==> src/rtl/rrip_ship_stream_replacement_core_assert.svh <==
// Assertion macros for the replacement core.
// Define NO_ASSERTIONS to compile every check away.
`ifndef RRIP_SHIP_STREAM_REPLACEMENT_CORE_ASSERT_SVH
`define RRIP_SHIP_STREAM_REPLACEMENT_CORE_ASSERT_SVH
`ifndef NO_ASSERTIONS
// Clocked check, quiet while reset is asserted.
`define RSS_ASSERT_CLK(label, prop, msg) \
    label: assert property (@(posedge clk) disable iff (!rst_n) prop) else $error(msg);
// Clocked check that also holds while reset is asserted.
`define RSS_ASSERT_ALWAYS(label, prop, msg) \
    label: assert property (@(posedge clk) prop) else $error(msg);
`else
`define RSS_ASSERT_CLK(label, prop, msg)
`define RSS_ASSERT_ALWAYS(label, prop, msg)
`endif
`endif

==> src/rtl/rrip_ss_ram.sv <==
// Generic single-port-write, single-port-read RAM with registered read data.
// No dependencies.
`default_nettype none

module rrip_ss_ram #(
    parameter int WIDTH = 8,
    parameter int DEPTH = 16
) (
    input  wire logic                                     clk,
    input  wire logic                                     rd_en,
    input  wire logic [(DEPTH > 1 ? $clog2(DEPTH) : 1)-1:0] rd_addr,
    output logic      [WIDTH-1:0]                         rd_data,
    input  wire logic                                     wr_en,
    input  wire logic [(DEPTH > 1 ? $clog2(DEPTH) : 1)-1:0] wr_addr,
    input  wire logic [WIDTH-1:0]                         wr_data
);

    logic [WIDTH-1:0] mem [DEPTH];

    always_ff @(posedge clk)
    begin
        if (wr_en)
        begin
            mem[wr_addr] <= wr_data;
        end
        if (rd_en)
        begin
            rd_data <= mem[rd_addr];
        end
    end

endmodule

`default_nettype wire

==> config.mk <==
export PLATFORM = sky130hd
export DESIGN_NAME = rrip_ss_ram
export DESIGN_NICKNAME = d
export VERILOG_FILES = /design/src/rtl/rrip_ship_stream_replacement_core_assert.svh /design/src/rtl/rrip_ss_ram.sv
export SDC_FILE = /design/constraint.sdc
export NUM_CORES = 1
export LEC_CHECK = 0
export BUFFER_PORTS_ARGS = -buffer_cell sky130_fd_sc_hd__buf_2
export CAP_MARGIN = 25
export CORE_MARGIN = 5
export CORE_UTILIZATION = 50
export CTS_BUF_LIST = sky130_fd_sc_hd__clkbuf_8
export DETAILED_ROUTE_END_ITERATION = 12
export GPL_TIMING_DRIVEN = 0
export PLACE_DENSITY_LB_ADDON = 0.1
export RECOVER_POWER = 25
export SLEW_MARGIN = 0
export SYNTH_ARGS = -nofsm -noshare
export SYNTH_HDL_FRONTEND = slang
export SYNTH_SLANG_ARGS = --single-unit
==> constraint.sdc <==
create_clock -name clk -period 3.17 [get_ports clk]
set_input_delay 0.317 -clock clk [delete_from_list [all_inputs] [get_ports clk]]
set_output_delay 0.317 -clock clk [all_outputs]
set_load 0.02 [all_outputs]
==> impl_metrics.yaml <==
worst_setup_path:
  path_max_fanout: 5
  crit_path_max_incr_delay_ns: 0.68
  endpoint_kind: "flip-flop"
  timing.rr.start: "mem[5][0]$_DFFE_PP_"
  crit_type: "input port to flip-flop"
  crit_chain: "buf_2 > or3b_2 > nor3_1 > buf_4"
  r2r_slack_ns: 1.60
  cp_data_required_time_ns: 3.30
  crit_arrival_ns: 1.92
  r2r_cells: 3
  r2r_end: "rd_data[0]$_DFFE_PP_"
  critPathLaunchType: "input port"
  slowest_stage: "nor3_1"
logic_synthesis:
  ys_ff_latch: 136
  synth_edf_count: 136
  synthArstFlopShare_pct: 0
  synth_area_per_cell_um2: 22.8
  yosys.area.top_type: "edfxtp_1"
  syn_nets: 248
  synth-main-ff-cell: "edfxtp_1"
  synth_common_cells: "edfxtp_1, mux4_2, a22oi_1, mux4_1, nor2_1"
  yosysTopAreaCellShare_pct: 78.1
  synth.most_common_cell: "edfxtp_1"
  synth_cell_types: 18
  syn-cell-area_mm2: 0.00523
  yosys_warnings: 0
  synthTopCellsByArea: "edfxtp_1, mux4_2, mux4_1, a22oi_1, nor2_1"
  syn_inst: 229
  ys_seq_area_share_pct: 78.1
final_layout:
  n_antenna_cell: 0
  drive_gt1_share_pct: 28.3
  final_nets: 296
  areaGrowthSynthToFinish_pct: 14.1
clock_tree:
  htreeDepth: 4
  cts_hold_buf: 0
  clkTransAtPathRegs_ns: 0.08
  cts_num_sinks: 136
  postCtsSetupBuffers: 0
  cts-root-buf: "clkbuf_8"
  cts_resized: 0
  cts_made_buffers: 17
  clk_path_buf_depth: 2
  cts_tree: "built"
  worstSkewPairLatency_ns: 0.42
timing:
  fin_ws_ns: 1.39
  tightest_slew_ns: 0.857
  finalClockSkew_ns: 0.0102
  rsz0062_at_grt: "no"
  period_minus_slack_ns: 1.78
  setup_viol: 0
  tns_ns: 0
  maxSlewViolCount: 0
  slew-limit-headroom_pct: 42.7
  period_share_pct: 56.2
  finalHoldViolCount: 0
  fmax_mhz: 561
route:
  wl_per_cell_um: 22.7
  drc: 0
  first_pass_iters: 5
  drt-initial-drc-count: 123
  vias: 2374
  viasPerCell: 5.57
  ant_nets: 0
  routed_wl_mm: 9.67
pwr:
  p_comb_share_pct: 5.3
  pwr-share-seq_pct: 54.7
  power.density_mw_per_mm2: 622
  p_clk_share_pct: 39.9
  p_int_uw: 2950
  p_leak_uw: 0.00197
  peakVddDrop_uv: 271
  switchingPower_uw: 765
  p_sw_share_pct: 20.6
placement:
  gp_congestion: 0.702
  buffer_ports.inserted: 25
  dp_hpwl_mm: 6.23
  place_ws_ns: 0.957
grt:
  grt_start_max_net_pins: 17
  antenna_found_initial: 0
  gr-total-overflow: 0
  first_global_vias: 2401
  gr-usage-all-layers_pct: 16.3
  grt_pass1_wl_mm: 14.5
hold_path:
  min_from: "wr_data[3]"
  hold_class: "input port to flip-flop"
  whs_path_depth: 1
  hold_end: "mem[9][3]$_DFFE_PP_"
floorplan:
  fp.dieW_um: 112
  fp.coreArea_mm2: 0.0103
  initial_core_util_pct: 50.9
  core.rowCount: 37
  ios: 27
  dieArea_mm2: 0.0126
  die_height_um: 112
job:
  cap_viol_max_count: 0
run_status:
  status: "finished, final reports clean"
stage by stage:
stage | util (%) | instances | area (µm²) | hold WS, ns | power (µW)
finish | 58.1 | 426 | 5970 | 0.305 | 3710
global route | 58.1 | 426 | 5970 | 0.296 | 3840
CTS | 58.1 | 426 | 5970 | 0.217 | 3740
detailed placement | 54.0 | 394 | 5550 | 0.672 | 2270
global placement | 53.7 | 390 | 5520 | 0.658 | 2270
floorplan | - | 229 | 5230 | 0.416 | 2180
power by group through the flow:
stage	sequential, µW	combinational, µW	clock (µW)
after global routing	2030	214	1590
final	2030	198	1480
after CTS	2030	202	1510
after detailed placement	2070	202	0
after floorplan	2080	102	0
after global placement	2070	198	0
worst max path at each step:
stage	from	depth (start not counted)	to	slack (ns)
2_1_floorplan	wr_addr[2]	2	mem[0][0]$_DFFE_PP_	1.36
3_3_place_gp	wr_addr[2]	3	mem[0][4]$_DFFE_PP_	0.76
3_5_place_dp	wr_addr[2]	4	mem[0][4]$_DFFE_PP_	0.96
4_1_cts	wr_addr[2]	4	mem[0][1]$_DFFE_PP_	1.41
5_1_grt	wr_addr[2]	4	mem[0][1]$_DFFE_PP_	1.36
6_report	wr_addr[2]	4	mem[0][1]$_DFFE_PP_	1.39
per-layer routing:
layer	vias up	track usage, %	routed length (µm)	part of all wire, %
li1	1077	-	-	-
met2	76	24.6	4660	48
met1	1210	23.2	4340	45
met5	-	0	0	0
met4	0	5.77	133	1.4
met3	11	4.31	528	5.5
worst max-delay path: cells and delay by family:
kind / cells / cell delay [ns]
simple gates: 2 / 1.22
buf+inv: 2 / 0.38
registers in the layout (all words and copies together) (netlist names):
signal and cells:
rd_data 8, mem 128
logic make-up after synthesis:
| group | after synthesis | share of synthesized area [%] |
|---|---|---|
| and+or+nand+nor | 35 | 3.14 |
| DFF | 136 | 78.1 |
| buffers and inverters | 10 | 1.65 |
| AOI/OAI and AO/OA | 16 | 2.30 |
| muxes | 32 | 14.8 |
cells in the final DEF, fill, tap and decap left out, drive strengths merged:
master         instances
nor2                  13
buf                   31
a22oi                 16
nand2                  9
bufinv                 4
clkbuf                22
edfxtp               136
nor2b                  1
nand3b                 2
clkinv                 6
or3b                   1
nand3                  1
inv                    2
nand2b                 2
nor3                   4
and2b                  1
and2                   1
clkinvlp               3
clkdlybuf4s25          3
mux4                  32
area by class of cell:
type	instances	area [µm²]
clock inverters	15	186
clock buffers	17	234
fillers	799	4310
multi-input cells	83	1060
well taps	136	170
flip-flops and latches	136	4080
repair buffers	29	149
plain buffers	10	86.3
Power figures use the tool's default switching activity.
