## src/rtl/rrip_ship_stream_replacement_core_assert.svh

```systemverilog
// Assertion macros for the replacement core.
// Define NO_ASSERTIONS to compile every check away.
`ifndef RRIP_SHIP_STREAM_REPLACEMENT_CORE_ASSERT_SVH
`define RRIP_SHIP_STREAM_REPLACEMENT_CORE_ASSERT_SVH
`ifndef NO_ASSERTIONS
// Clocked check, quiet while reset is asserted.
`define RSS_ASSERT_CLK(label, prop, msg) \
    label: assert property (@(posedge clk) disable iff (!rst_n) prop) else $error(msg);
// Clocked check that also holds while reset is asserted.
`define RSS_ASSERT_ALWAYS(label, prop, msg) \
    label: assert property (@(posedge clk) prop) else $error(msg);
`else
`define RSS_ASSERT_CLK(label, prop, msg)
`define RSS_ASSERT_ALWAYS(label, prop, msg)
`endif
`endif

```

## src/rtl/rrip_ss_pkg.sv

```systemverilog
// Shared types, constants and the signature hash of the replacement core.
// No dependencies.
`default_nettype none

package rrip_ss_pkg;

    localparam int BLOCK_SHIFT = 6;
    localparam int BLK_W       = 58;
    localparam int SIG_W       = 6;
    localparam int SIG_ENTRIES = 64;
    localparam int CTR_ROW_W   = 2 * SIG_ENTRIES;

    localparam logic OP_FIND   = 1'b0;
    localparam logic OP_UPDATE = 1'b1;

    localparam logic [1:0] RRPV_MAX     = 2'd3;
    localparam logic [1:0] RRPV_DISTANT = 2'd2;
    localparam logic [1:0] RRPV_NEAR    = 2'd0;
    localparam logic [1:0] CTR_MAX      = 2'd3;
    localparam logic [1:0] CTR_INIT     = 2'd1;
    localparam logic [1:0] CTR_REUSE    = 2'd2;
    localparam logic [1:0] STREAM_MAX   = 2'd3;
    localparam logic [1:0] STREAM_ON    = 2'd2;

    typedef struct packed {
        logic        opcode;
        logic [10:0] set_index;
        logic [3:0]  way_index;
        logic [15:0] valid_mask;
        logic [17:0] pc_low;
        logic [63:0] phys_addr;
        logic        was_hit;
    } req_t;

    typedef struct packed {
        logic [3:0] victim_way;
        logic [1:0] new_rrpv;
        logic       set_streaming;
    } rsp_t;

    // Fold the low PC bits into a 6-bit signature.
    function automatic logic [SIG_W-1:0] pc_hash(input logic [17:0] pc);
        logic [17:0] h;
        h = pc ^ (pc >> 6) ^ (pc >> 12);
        return h[SIG_W-1:0];
    endfunction

endpackage

`default_nettype wire

```

## src/rtl/rrip_ss_policy.sv

```systemverilog
// Row update logic: victim search with aging, stream detection, signature
// counter training and insertion RRPV. Depends on rrip_ss_pkg.
`default_nettype none

module rrip_ss_policy #(
    parameter int NUM_WAYS = 16
) (
    input  wire rrip_ss_pkg::req_t              item,
    input  wire logic [2*NUM_WAYS-1:0]          rrpv_in,
    input  wire logic [rrip_ss_pkg::CTR_ROW_W-1:0] ctr_in,
    input  wire logic [1:0]                     stream_in,
    input  wire logic [rrip_ss_pkg::BLK_W-1:0]  last_addr_in,
    input  wire logic                           last_valid_in,
    output logic      [2*NUM_WAYS-1:0]          rrpv_out,
    output logic      [rrip_ss_pkg::CTR_ROW_W-1:0] ctr_out,
    output logic      [1:0]                     stream_out,
    output logic      [rrip_ss_pkg::BLK_W-1:0]  last_addr_out,
    output logic                                last_valid_out,
    output rrip_ss_pkg::rsp_t                   result
);

    localparam int WAY_W  = $clog2(NUM_WAYS);
    localparam int WIDX_W = (WAY_W > 4) ? WAY_W : 4;
    localparam int VM_W   = (NUM_WAYS > 16) ? NUM_WAYS : 16;

    logic [VM_W-1:0]                    valid_ext;
    logic                               any_inv;
    logic [WIDX_W-1:0]                  inv_idx;
    logic                               any3;
    logic                               any2;
    logic                               any1;
    logic [1:0]                         top;
    logic [1:0]                         age;
    logic [2:0]                         sum;
    logic [2*NUM_WAYS-1:0]              aged_row;
    logic [WIDX_W-1:0]                  top_idx;
    logic [rrip_ss_pkg::BLK_W-1:0]      blk;
    logic                               near;
    logic [1:0]                         stream_new;
    logic                               streaming;
    logic [rrip_ss_pkg::SIG_W-1:0]      sig;
    logic [1:0]                         ctr_old;
    logic [1:0]                         ctr_new;
    logic [rrip_ss_pkg::CTR_ROW_W-1:0]  ctr_upd;
    logic [1:0]                         rr_new;
    logic [WIDX_W-1:0]                  way_ext;
    logic [2*NUM_WAYS-1:0]              rrpv_upd;

    // Victim search: first invalid way, else age the set and take the first
    // way that reaches the maximum RRPV.
    always_comb
    begin
        valid_ext       = '1;
        valid_ext[15:0] = item.valid_mask;
        any_inv         = 1'b0;
        inv_idx         = '0;
        for (int w = NUM_WAYS - 1; w >= 0; w--)
        begin
            if (!valid_ext[w])
            begin
                any_inv = 1'b1;
                inv_idx = WIDX_W'(w);
            end
        end

        any3 = 1'b0;
        any2 = 1'b0;
        any1 = 1'b0;
        for (int w = 0; w < NUM_WAYS; w++)
        begin
            any3 = any3 | (rrpv_in[2*w +: 2] == 2'd3);
            any2 = any2 | (rrpv_in[2*w +: 2] == 2'd2);
            any1 = any1 | (rrpv_in[2*w +: 2] == 2'd1);
        end
        top = any3 ? 2'd3 : (any2 ? 2'd2 : (any1 ? 2'd1 : 2'd0));
        age = rrip_ss_pkg::RRPV_MAX - top;

        top_idx = '0;
        for (int w = NUM_WAYS - 1; w >= 0; w--)
        begin
            if (rrpv_in[2*w +: 2] == top)
            begin
                top_idx = WIDX_W'(w);
            end
        end

        aged_row = rrpv_in;
        for (int w = 0; w < NUM_WAYS; w++)
        begin
            sum = {1'b0, rrpv_in[2*w +: 2]} + {1'b0, age};
            aged_row[2*w +: 2] = (sum > 3'd3) ? rrip_ss_pkg::RRPV_MAX : sum[1:0];
        end
    end

    // Update: stream detector, signature counter, insertion RRPV.
    always_comb
    begin
        blk  = item.phys_addr[63:rrip_ss_pkg::BLOCK_SHIFT];
        near = (blk == last_addr_in)
            || ({1'b0, blk} == {1'b0, last_addr_in} + 59'd1)
            || ({1'b0, last_addr_in} == {1'b0, blk} + 59'd1);

        stream_new = stream_in;
        if (last_valid_in)
        begin
            if (near)
            begin
                if (stream_in != rrip_ss_pkg::STREAM_MAX)
                begin
                    stream_new = stream_in + 2'd1;
                end
            end
            else if (stream_in != 2'd0)
            begin
                stream_new = stream_in - 2'd1;
            end
        end
        streaming = (stream_new >= rrip_ss_pkg::STREAM_ON);

        sig     = rrip_ss_pkg::pc_hash(item.pc_low);
        ctr_old = ctr_in[{sig, 1'b0} +: 2];
        ctr_new = ctr_old;
        if (item.was_hit)
        begin
            if (ctr_old != rrip_ss_pkg::CTR_MAX)
            begin
                ctr_new = ctr_old + 2'd1;
            end
        end
        else if (ctr_old != 2'd0)
        begin
            ctr_new = ctr_old - 2'd1;
        end
        ctr_upd = ctr_in;
        ctr_upd[{sig, 1'b0} +: 2] = ctr_new;

        if (streaming)
        begin
            rr_new = rrip_ss_pkg::RRPV_MAX;
        end
        else if (ctr_new >= rrip_ss_pkg::CTR_REUSE)
        begin
            rr_new = rrip_ss_pkg::RRPV_NEAR;
        end
        else
        begin
            rr_new = rrip_ss_pkg::RRPV_DISTANT;
        end

        // A way index past the set's ways matches nothing: no RRPV write.
        way_ext  = WIDX_W'(item.way_index);
        rrpv_upd = rrpv_in;
        for (int w = 0; w < NUM_WAYS; w++)
        begin
            if (WIDX_W'(w) == way_ext)
            begin
                rrpv_upd[2*w +: 2] = rr_new;
            end
        end
    end

    always_comb
    begin
        case (item.opcode)
            rrip_ss_pkg::OP_UPDATE:
            begin
                rrpv_out             = rrpv_upd;
                ctr_out              = ctr_upd;
                stream_out           = stream_new;
                last_addr_out        = blk;
                last_valid_out       = 1'b1;
                result.victim_way    = 4'd0;
                result.new_rrpv      = rr_new;
                result.set_streaming = streaming;
            end
            default:
            begin
                rrpv_out             = any_inv ? rrpv_in : aged_row;
                ctr_out              = ctr_in;
                stream_out           = stream_in;
                last_addr_out        = last_addr_in;
                last_valid_out       = last_valid_in;
                result.victim_way    = any_inv ? inv_idx[3:0] : top_idx[3:0];
                result.new_rrpv      = 2'd0;
                result.set_streaming = (stream_in >= rrip_ss_pkg::STREAM_ON);
            end
        endcase
    end

endmodule

`default_nettype wire

```

## config.mk

```make
export PLATFORM = sky130hd
export DESIGN_NAME = rrip_ss_policy
export DESIGN_NICKNAME = d
export VERILOG_FILES = /design/src/rtl/rrip_ship_stream_replacement_core_assert.svh /design/src/rtl/rrip_ss_pkg.sv /design/src/rtl/rrip_ss_policy.sv
export SDC_FILE = /design/constraint.sdc
export NUM_CORES = 1
export LEC_CHECK = 0
export BUFFER_PORTS_ARGS = -buffer_cell sky130_fd_sc_hd__buf_2
export CAP_MARGIN = 20
export CORE_AREA = 2 2 217 219
export DETAILED_ROUTE_END_ITERATION = 10
export DIE_AREA = 0 0 219 221
export GPL_TIMING_DRIVEN = 1
export SLEW_MARGIN = 5
export SYNTH_ARGS = -nofsm -noshare
export SYNTH_HDL_FRONTEND = slang
export SYNTH_SLANG_ARGS = --single-unit
```

## constraint.sdc

```tcl
create_clock -name vclk -period 18.15
set_input_delay 3.63 -clock vclk [all_inputs]
set_output_delay 3.63 -clock vclk [all_outputs]
set_load 0.01 [all_outputs]
```

==> results of run 1 <==
==> power groups by stage <==
stage	clock network [W]	registers, W	logic (W)
finish	0.0000000000965	0	0.000477
global route	0.0000000000593	0	0.000504
CTS	0	0	0.000463
detailed placement	0	0	0.000462
global placement	0	0	0.000458
floorplan	0	0	0.000264
==> cells in the mapped netlist, drive strengths merged (9+ instances only) <==
library cell,count
or3,9
mux2,164
a211oi,23
and3,22
nor4b,9
a31oi,12
nor2,137
buf,32
nor3,38
a21oi,63
xnor2,70
and2,11
and4,19
a22oi,23
ha,50
o32ai,17
nand2,128
o31ai,34
mux2i,61
o22ai,12
nand4,68
xor2,59
o21ai,57
inv,62
fa,16
clkbuf,57
or4,10
nor2b,20
nand3,83
nor4,33
==> routing by layer <==
layer	global-route usage, %	part of all wire, %	vias to the layer above
li1	-	-	6723
met5	0	0.020	-
met4	9.55	4.4	2
met1	31.5	40	7168
met2	43.4	48	793
met3	2.91	7.0	127
==> through the flow <==
stage	setup WS (ns)	utilization, %	hold WS (ns)	total power, W	area [um2]
6_report	5.56	30.7	7.58	0.000477	14100
3_5_place_dp	5.55	30.5	7.58	0.000462	14100
2_1_floorplan	6.60	-	7.36	0.000264	10800
3_3_place_gp	5.57	30.5	7.58	0.000458	14100
5_1_grt	5.41	30.7	7.60	0.000504	14100
4_1_cts	5.53	30.5	7.58	0.000463	14100
==> path summary, 6_finish.rpt <==
| path | from | endpoint | slack [ns] |
|---|---|---|---|
| setup / recovery | item[8] | rrpv_out[9] | 5.56 |
| hold / removal | ctr_in[81] | ctr_out[81] | 7.58 |
==> layout make-up <==
class,instances,area share (%)
Inverter,63,1.67
Tap cell,607,5.37
Antenna cell,13,0.230
Multi-Input combinational cell,1372,72.5
Timing Repair Buffer,560,20.2
==> logic make-up (layout without fill, tap and decap cells) <==
logic type,after synthesis,count (layout)
and+or+nand+nor,623,623
AOI/OAI and AO/OA,322,322
muxes,228,228
buffers and inverters,152,623
xor gates and xnor gates,130,130
adders and majority gates,69,69
other,0,13
==> tightest hold or removal path, stage by stage <==
cell     delay, ns
buf_2         0.09
nand2_1       0.04
o21ai_0       0.05
buf_2         0.14
==> flow_metrics.env, run 1 <==
export IMPL_arrival_ns=8.96
export IMPL_synthDistinctLibCells=82
export IMPL_wirelength_um=64300
export IMPL_drtIter0Drc=1276
export IMPL_worstPathCellList="buf_2, ha_1, nand4_1, or3_1, or2_4, o41ai_1, nand4_1, a2111o_1, nor4_1, nand3_1, a41oi_2, a21oi_2, buf_8, a21oi_1, buf_2"
export IMPL_placed_cells=2599
export IMPL_synth_area_leaders="mux2_2, ha_1, xnor2_1"
export IMPL_synth_warnings=0
export IMPL_hold_depth=4
export IMPL_end_kind="output port"
export IMPL_synth_simple_area_share_pct=30.6
export IMPL_antenna_left=0
export IMPL_drv_slew=0
export IMPL_overflow=0
export IMPL_cp_top_family="simple AND/OR/NAND/NOR gates"
export IMPL_rsz0062_at_grt="no"
export IMPL_track_usage_pct=25.0
export IMPL_status="finished clean"
export IMPL_synth_area_mux_share_pct=23.3
export IMPL_syn_area_um2=10800
export IMPL_power_density_nw_per_um2=33.8
export IMPL_p_switching_w=0.000312
export IMPL_critPathBufInv=3
export IMPL_antenna_found_initial=14
export IMPL_syn_area_per_cell_um2=7.11
export IMPL_p_seq_share_pct=0
export IMPL_drive_above_1_share_pct=38.4
export IMPL_tightestPinTransition_ns=1.07
export IMPL_nNetsFinal=2399
export IMPL_areaGrowthSynthToFinish_pct=30.4
export IMPL_grt_pass1_wl_um=93000
export IMPL_start_kind="input port"
export IMPL_slew_headroom_pct=28.1
export IMPL_synth_compound_area_share_pct=20.7
export IMPL_num_rows=79
export IMPL_yosysTopAreaCellShare_pct=16.9
export IMPL_cts_resized=0
export IMPL_layout_common_cells="buf_2, mux2_2, nor2_1"
export IMPL_synthCells=1524
export IMPL_die_area_um2=48400
export IMPL_wl_per_cell_um=24.6
export IMPL_synth_top_family_by_area="simple AND/OR/NAND/NOR gates"
export IMPL_viasPerCell=5.66
export IMPL_syn_num_nets=1926
export IMPL_via_count=14800
export IMPL_grt_pass1_vias=14100
export IMPL_cts_hold_buf=0
export IMPL_die_y_um=221
export IMPL_die_w_um=219
export IMPL_clkbuf_count=0
export IMPL_final_instance_count_excl_fill=2615
export IMPL_setup_viol=0
export IMPL_worst_path_max_delay_cell="o41ai_1"
export IMPL_final_common_cell="buf_2"
export IMPL_yosysTopAreaCell="mux2_2"
export IMPL_path_max_fanout=15
export IMPL_multi_input_area_um2=10200
export IMPL_finalCritPeriodShare_pct=69.4
export IMPL_hold_viol_final=0
export IMPL_synth_xor_area_share_pct=10.6
export IMPL_design_core_area_um2=46100
export IMPL_place_congestion=0.983
export IMPL_hp_class="input port to output port"
export IMPL_grt_max_degree=74
export IMPL_numPortBuffers=547
export IMPL_required_ns=14.52
export IMPL_maxCapViolations=0
export IMPL_drc_errors=0
export IMPL_regArea_um2=0
export IMPL_p_sw_share_pct=65.3
export IMPL_combPwrFrac_pct=100.0
export IMPL_ir_drop_uv=29.2
export IMPL_cts_setup_buffers=0
export IMPL_clkPwrFrac_pct=0
export IMPL_ys_seq_area_share_pct=0
export IMPL_synthAdderAreaFrac_pct=9.00
export IMPL_finalSetupTns_ns=0
export IMPL_ios=564
export IMPL_fillerInstances=5128
export IMPL_p_int_w=0.000165
export IMPL_finalCriticalPeriod_ns=12.59
export IMPL_p_leak_nw=5.92
export IMPL_critical_path_class="input port to output port"
export IMPL_dpl_hpwl_um=54400
export IMPL_seq_cell_count=0
export IMPL_clock_fmax_ghz=0.0794
export IMPL_initial_core_util_pct=23.5
export IMPL_crit_path_max_incr_delay_ns=0.76
export IMPL_path_depth=15
export IMPL_drt_first_pass_iters=5
(Power assumes the default switching activity.)
==> run 2, diff against run 1 <==
clock period = 10.27 ns   (was 18.15 ns; I/O delays follow)
==> flow_metrics.env, run 2 (synthesis gave the netlist of run 1 again) <==
export IMPL_power_density_nw_per_um2=59.6
export IMPL_rsz0062_at_grt="no"
export IMPL_maxCapViolations=0
export IMPL_path_max_fanout=18
export IMPL_num_rows=79
export IMPL_finalSetupTns_ns=0
export IMPL_drv_slew=0
export IMPL_placedInstanceArea_um2=14100
export IMPL_seq_cell_count=0
export IMPL_dpl_hpwl_um=53700
export IMPL_required_ns=8.22
export IMPL_drt_first_pass_iters=5
export IMPL_p_total_w=0.000841
export IMPL_die_y_um=221
export IMPL_start_kind="input port"
export IMPL_areaGrowthSynthToFinish_pct=30.2
export IMPL_final_common_cell="buf_2"
export IMPL_numPortBuffers=547
export IMPL_design_core_area_um2=46100
export IMPL_ios=564
export IMPL_clock_fmax_ghz=0.112
export IMPL_wirelength_um=64100
export IMPL_p_leak_nw=5.91
export IMPL_tightestPinTransition_ns=1.19
export IMPL_initial_core_util_pct=23.5
export IMPL_end_kind="output port"
export IMPL_pre_cts_slack_ns=1.66
export IMPL_place_congestion=1.01
export IMPL_finish_instance_area_um2=14100
export IMPL_drc_errors=0
export IMPL_regArea_um2=0
export IMPL_finalCritPeriodShare_pct=86.6
export IMPL_die_area_um2=48400
export IMPL_hp_class="input port to output port"
export IMPL_nNetsFinal=2399
export IMPL_ir_drop_uv=46.9
export IMPL_grt_pass1_wl_um=91800
export IMPL_layout_common_cells="buf_2, mux2_2, nor2_1"
export IMPL_track_usage_pct=24.6
export IMPL_via_count=14900
export IMPL_viasPerCell=5.71
export IMPL_cts_resized=0
export IMPL_die_w_um=219
export IMPL_arrival_ns=6.84
export IMPL_setup_viol=0
export IMPL_overflow=0
export IMPL_fin_ws_ns=1.38
export IMPL_critical_path_class="input port to output port"
export IMPL_drive_above_1_share_pct=38.4
export IMPL_slew_headroom_pct=20.0
export IMPL_clkbuf_count=0
export IMPL_cts_setup_buffers=0
export IMPL_grt_max_degree=74
export IMPL_grt_pass1_vias=14100
export IMPL_status="finished clean"
export IMPL_wl_per_cell_um=24.6
export IMPL_whs_ns=4.44
export IMPL_antenna_found_initial=13
export IMPL_finalCriticalPeriod_ns=8.89
export IMPL_antenna_left=0
export IMPL_drtIter0Drc=1267
export IMPL_cts_hold_buf=0
export IMPL_hold_viol_final=0
run 2: power breakdown:
group	internal (W)	switching, W
Combinational	0.000290	0.000551
Sequential	0	0
Clock	0.000000000105	0
Total	0.000290	0.000551
run 2: cell type report:
class / count / area [um2]
Fill cell: 5091 / 31900
Multi-Input combinational cell: 1372 / 10200
Timing Repair Buffer: 560 / 2850
Tap cell: 607 / 759
Inverter: 63 / 236
Antenna cell: 8 / 20.0
run 2: final timing paths:
check,startpoint,to,slack [ns],depth (start not counted)
hold / removal,ctr_in[73],ctr_out[73],4.44,4
setup / recovery,item[65],ctr_out[52],1.38,16
run 2: layer usage:
layer | vias up | share of wire, % | track usage [%]
li1 | 6712 | - | -
met1 | 7174 | 40 | 30.5
met2 | 876 | 47 | 42.0
met3 | 128 | 8.0 | 3.66
met4 | 8 | 4.7 | 11.0
met5 | - | 0.073 | 0
run 2: through the flow:
step,std cells,util (%)
2_1_floorplan,1524,-
4_1_cts,2601,30.6
5_1_grt,2609,30.6
3_3_place_gp,2601,30.6
6_report,2610,30.6
3_5_place_dp,2601,30.6
run 2: worst max-delay path, cell delays in order:
cell and delay (ns):
buf_2 0.10, xnor2_1 0.18, xnor2_1 0.16, buf_4 0.27
clkinv_1 0.59, nor2_1 0.68, a22oi_1 0.23, nand3_1 0.16
nand2_1 0.07, a21oi_1 0.22, mux2_2 0.23, maj3_1 0.53
buf_4 0.33, and3_1 0.50, mux2_2 0.34, buf_2 0.16
==> run 3, diff against run 2 <==
ABC_AREA = 1   (was unset)
CORE_AREA = 2 2 221 223   (was 2 2 217 219)
DIE_AREA = 0 0 223 225   (was 0 0 219 221)
==> flow_metrics.env, run 3 <==
export IMPL_status="finished clean"
export IMPL_wl_met3_um=9080
export IMPL_clkbuf_count=0
export IMPL_regArea_um2=0
export IMPL_wirelength_um=75500
export IMPL_p_leak_nw=8.54
export IMPL_synth_xor_area_share_pct=10.8
export IMPL_place_congestion=1.06
export IMPL_power_density_nw_per_um2=51.2
export IMPL_antenna_found_initial=8
export IMPL_die_area_um2=50200
export IMPL_initial_core_util_pct=28.1
export IMPL_synthCells=2647
export IMPL_design_core_area_um2=47500
export IMPL_worstPathCellList="buf_2, inv_1, nand2_1, nand3_2, buf_4, nand2_2, buf_4, o21ai_0, nand2_1, nand3_1, nand3_1, nand3_1, nand3_1, nand2_1, inv_1, nand2_1, nand3_1, nor2_2, nand3_1, mux2i_1, buf_2"
export IMPL_layout_common_cells="nand2_1, buf_2, nor2_1"
export IMPL_utilization_pct=34.8
export IMPL_wl_per_cell_um=20.2
export IMPL_final_common_cell="nand2_1"
export IMPL_combPwrFrac_pct=100.0
export IMPL_hold_viol_final=0
export IMPL_cts_setup_buffers=0
export IMPL_seq_cell_count=0
export IMPL_p_seq_share_pct=0
export IMPL_arrival_ns=6.23
export IMPL_crit_path_max_incr_delay_ns=0.46
export IMPL_cp_common_cell="nand3_1"
export IMPL_worst_path_max_delay_cell="nand2_2"
export IMPL_ir_drop_uv=30.6
export IMPL_setup_viol=0
export IMPL_numPortBuffers=547
export IMPL_synth_area_leaders="nand2_1, nor2_1, inv_1"
export IMPL_dpl_hpwl_um=63900
export IMPL_synth_compound_area_share_pct=13.0
export IMPL_ios=564
export IMPL_cts_resized=0
export IMPL_slew_headroom_pct=33.5
export IMPL_ys_seq_area_share_pct=0
export IMPL_drtIter0Drc=2397
export IMPL_maxCapViolations=0
export IMPL_overflow=0
export IMPL_start_kind="input port"
export IMPL_tightestPinTransition_ns=0.998
export IMPL_viasPerCell=5.18
export IMPL_grt_pass1_wl_um=109000
export IMPL_nNetsFinal=3521
export IMPL_dr_max_layer_used="met5"
export IMPL_fin_ws_ns=1.98
export IMPL_path_max_fanout=39
export IMPL_syn_area_um2=13400
export IMPL_synthDistinctLibCells=56
export IMPL_synth_most_common_cell="nand2_1"
export IMPL_pre_cts_slack_ns=2.22
export IMPL_drc_errors=0
export IMPL_drt_first_pass_iters=6
export IMPL_end_kind="output port"
export IMPL_clock_fmax_ghz=0.121
export IMPL_yosysTopAreaCell="nand2_1"
export IMPL_grt_max_degree=95
export IMPL_p_switching_w=0.000582
export IMPL_required_ns=8.22
export IMPL_synth_top_family_by_area="simple AND/OR/NAND/NOR gates"
export IMPL_die_w_um=223
export IMPL_die_y_um=225
export IMPL_finalSetupTns_ns=0
export IMPL_areaGrowthSynthToFinish_pct=23.7
export IMPL_clkPwrFrac_pct=0
export IMPL_yosys_top_cells_count="nand2_1, nor2_1, inv_1, nand3_1, o21ai_0"
export IMPL_rsz0062_at_grt="no"
export IMPL_antenna_left=0
export IMPL_m1WireLength_um=33300
export IMPL_yosysTopAreaCellShare_pct=23.0
export IMPL_met2_length_um=31800
export IMPL_hp_class="input port to output port"
export IMPL_cts_hold_buf=0
export IMPL_grt_pass1_vias=17700
export IMPL_synthAdderAreaFrac_pct=7.07
export IMPL_num_rows=80
export IMPL_via_count=19400
export IMPL_critical_path_class="input port to output port"
export IMPL_syn_num_nets=3049
export IMPL_drv_slew=0
export IMPL_finalCriticalPeriod_ns=8.29
export IMPL_track_usage_pct=28.5
export IMPL_finalCritPeriodShare_pct=80.7
export IMPL_p_int_w=0.000265
export IMPL_synth_area_mux_share_pct=0.524
export IMPL_p_sw_share_pct=68.8
export IMPL_drive_above_1_share_pct=21.2
export IMPL_synth_simple_area_share_pct=55.4
export IMPL_synth_warnings=0
export IMPL_syn_area_per_cell_um2=5.05
export IMPL_fillerInstances=5644
[run 3: power by group through the flow]
stage | clock network [W] | logic (W) | registers, W
floorplan | 0 | 0.000490 | 0
global placement | 0 | 0.000821 | 0
detailed placement | 0 | 0.000821 | 0
finish | 0.0000000000312 | 0.000847 | 0
global route | 0.0000000000379 | 0.000916 | 0
CTS | 0 | 0.000825 | 0
[run 3: critical path: cells and delay by family]
| kind | cells | cell delay, ns |
|---|---|---|
| mux | 1 | 0.42 |
| buf+inv | 6 | 1.17 |
| compound gates | 1 | 0.35 |
| simple gates | 13 | 2.20 |
[run 3: worst paths after layout]
kind | from | end | cells after the start
setup / recovery | item[65] | ctr_out[35] | 21
hold / removal | ctr_in[119] | ctr_out[119] | 4
[run 3: area by class of cell]
cell class / instances / area [um2] / area share (%)
repair buffers: 561 / 2850 / 17.2
multi-input cells: 2211 / 11600 / 70.3
inverters: 345 / 1290 / 7.82
well taps: 615 / 769 / 4.65
diodes: 5 / 12.5 / 0.0756
[run 3: per-stage QoR]
| stage | hold WS (ns) | cell area (um2) | power (W) | std cells |
|---|---|---|---|---|
| finish | 4.42 | 16600 | 0.000847 | 3737 |
| global route | 4.45 | 16600 | 0.000916 | 3737 |
| CTS | 4.42 | 16500 | 0.000825 | 3732 |
| detailed placement | 4.42 | 16500 | 0.000821 | 3732 |
| global placement | 4.42 | 16500 | 0.000821 | 3732 |
| floorplan | 4.22 | 13400 | 0.000490 | 2647 |
[run 3: cell families after synthesis]
| family | Yosys count |
|---|---|
| simple gates | 1693 |
| compound gates | 317 |
| xor+xnor | 128 |
| fa+ha+maj | 66 |
| mux | 7 |
| buf+inv | 436 |
[run 3: per-layer routing]
layer,GRT usage (%),vias to the layer above
met4,4.37,6
met3,6.95,100
li1,-,9415
met1,40.9,8736
met5,0,-
met2,43.6,1098
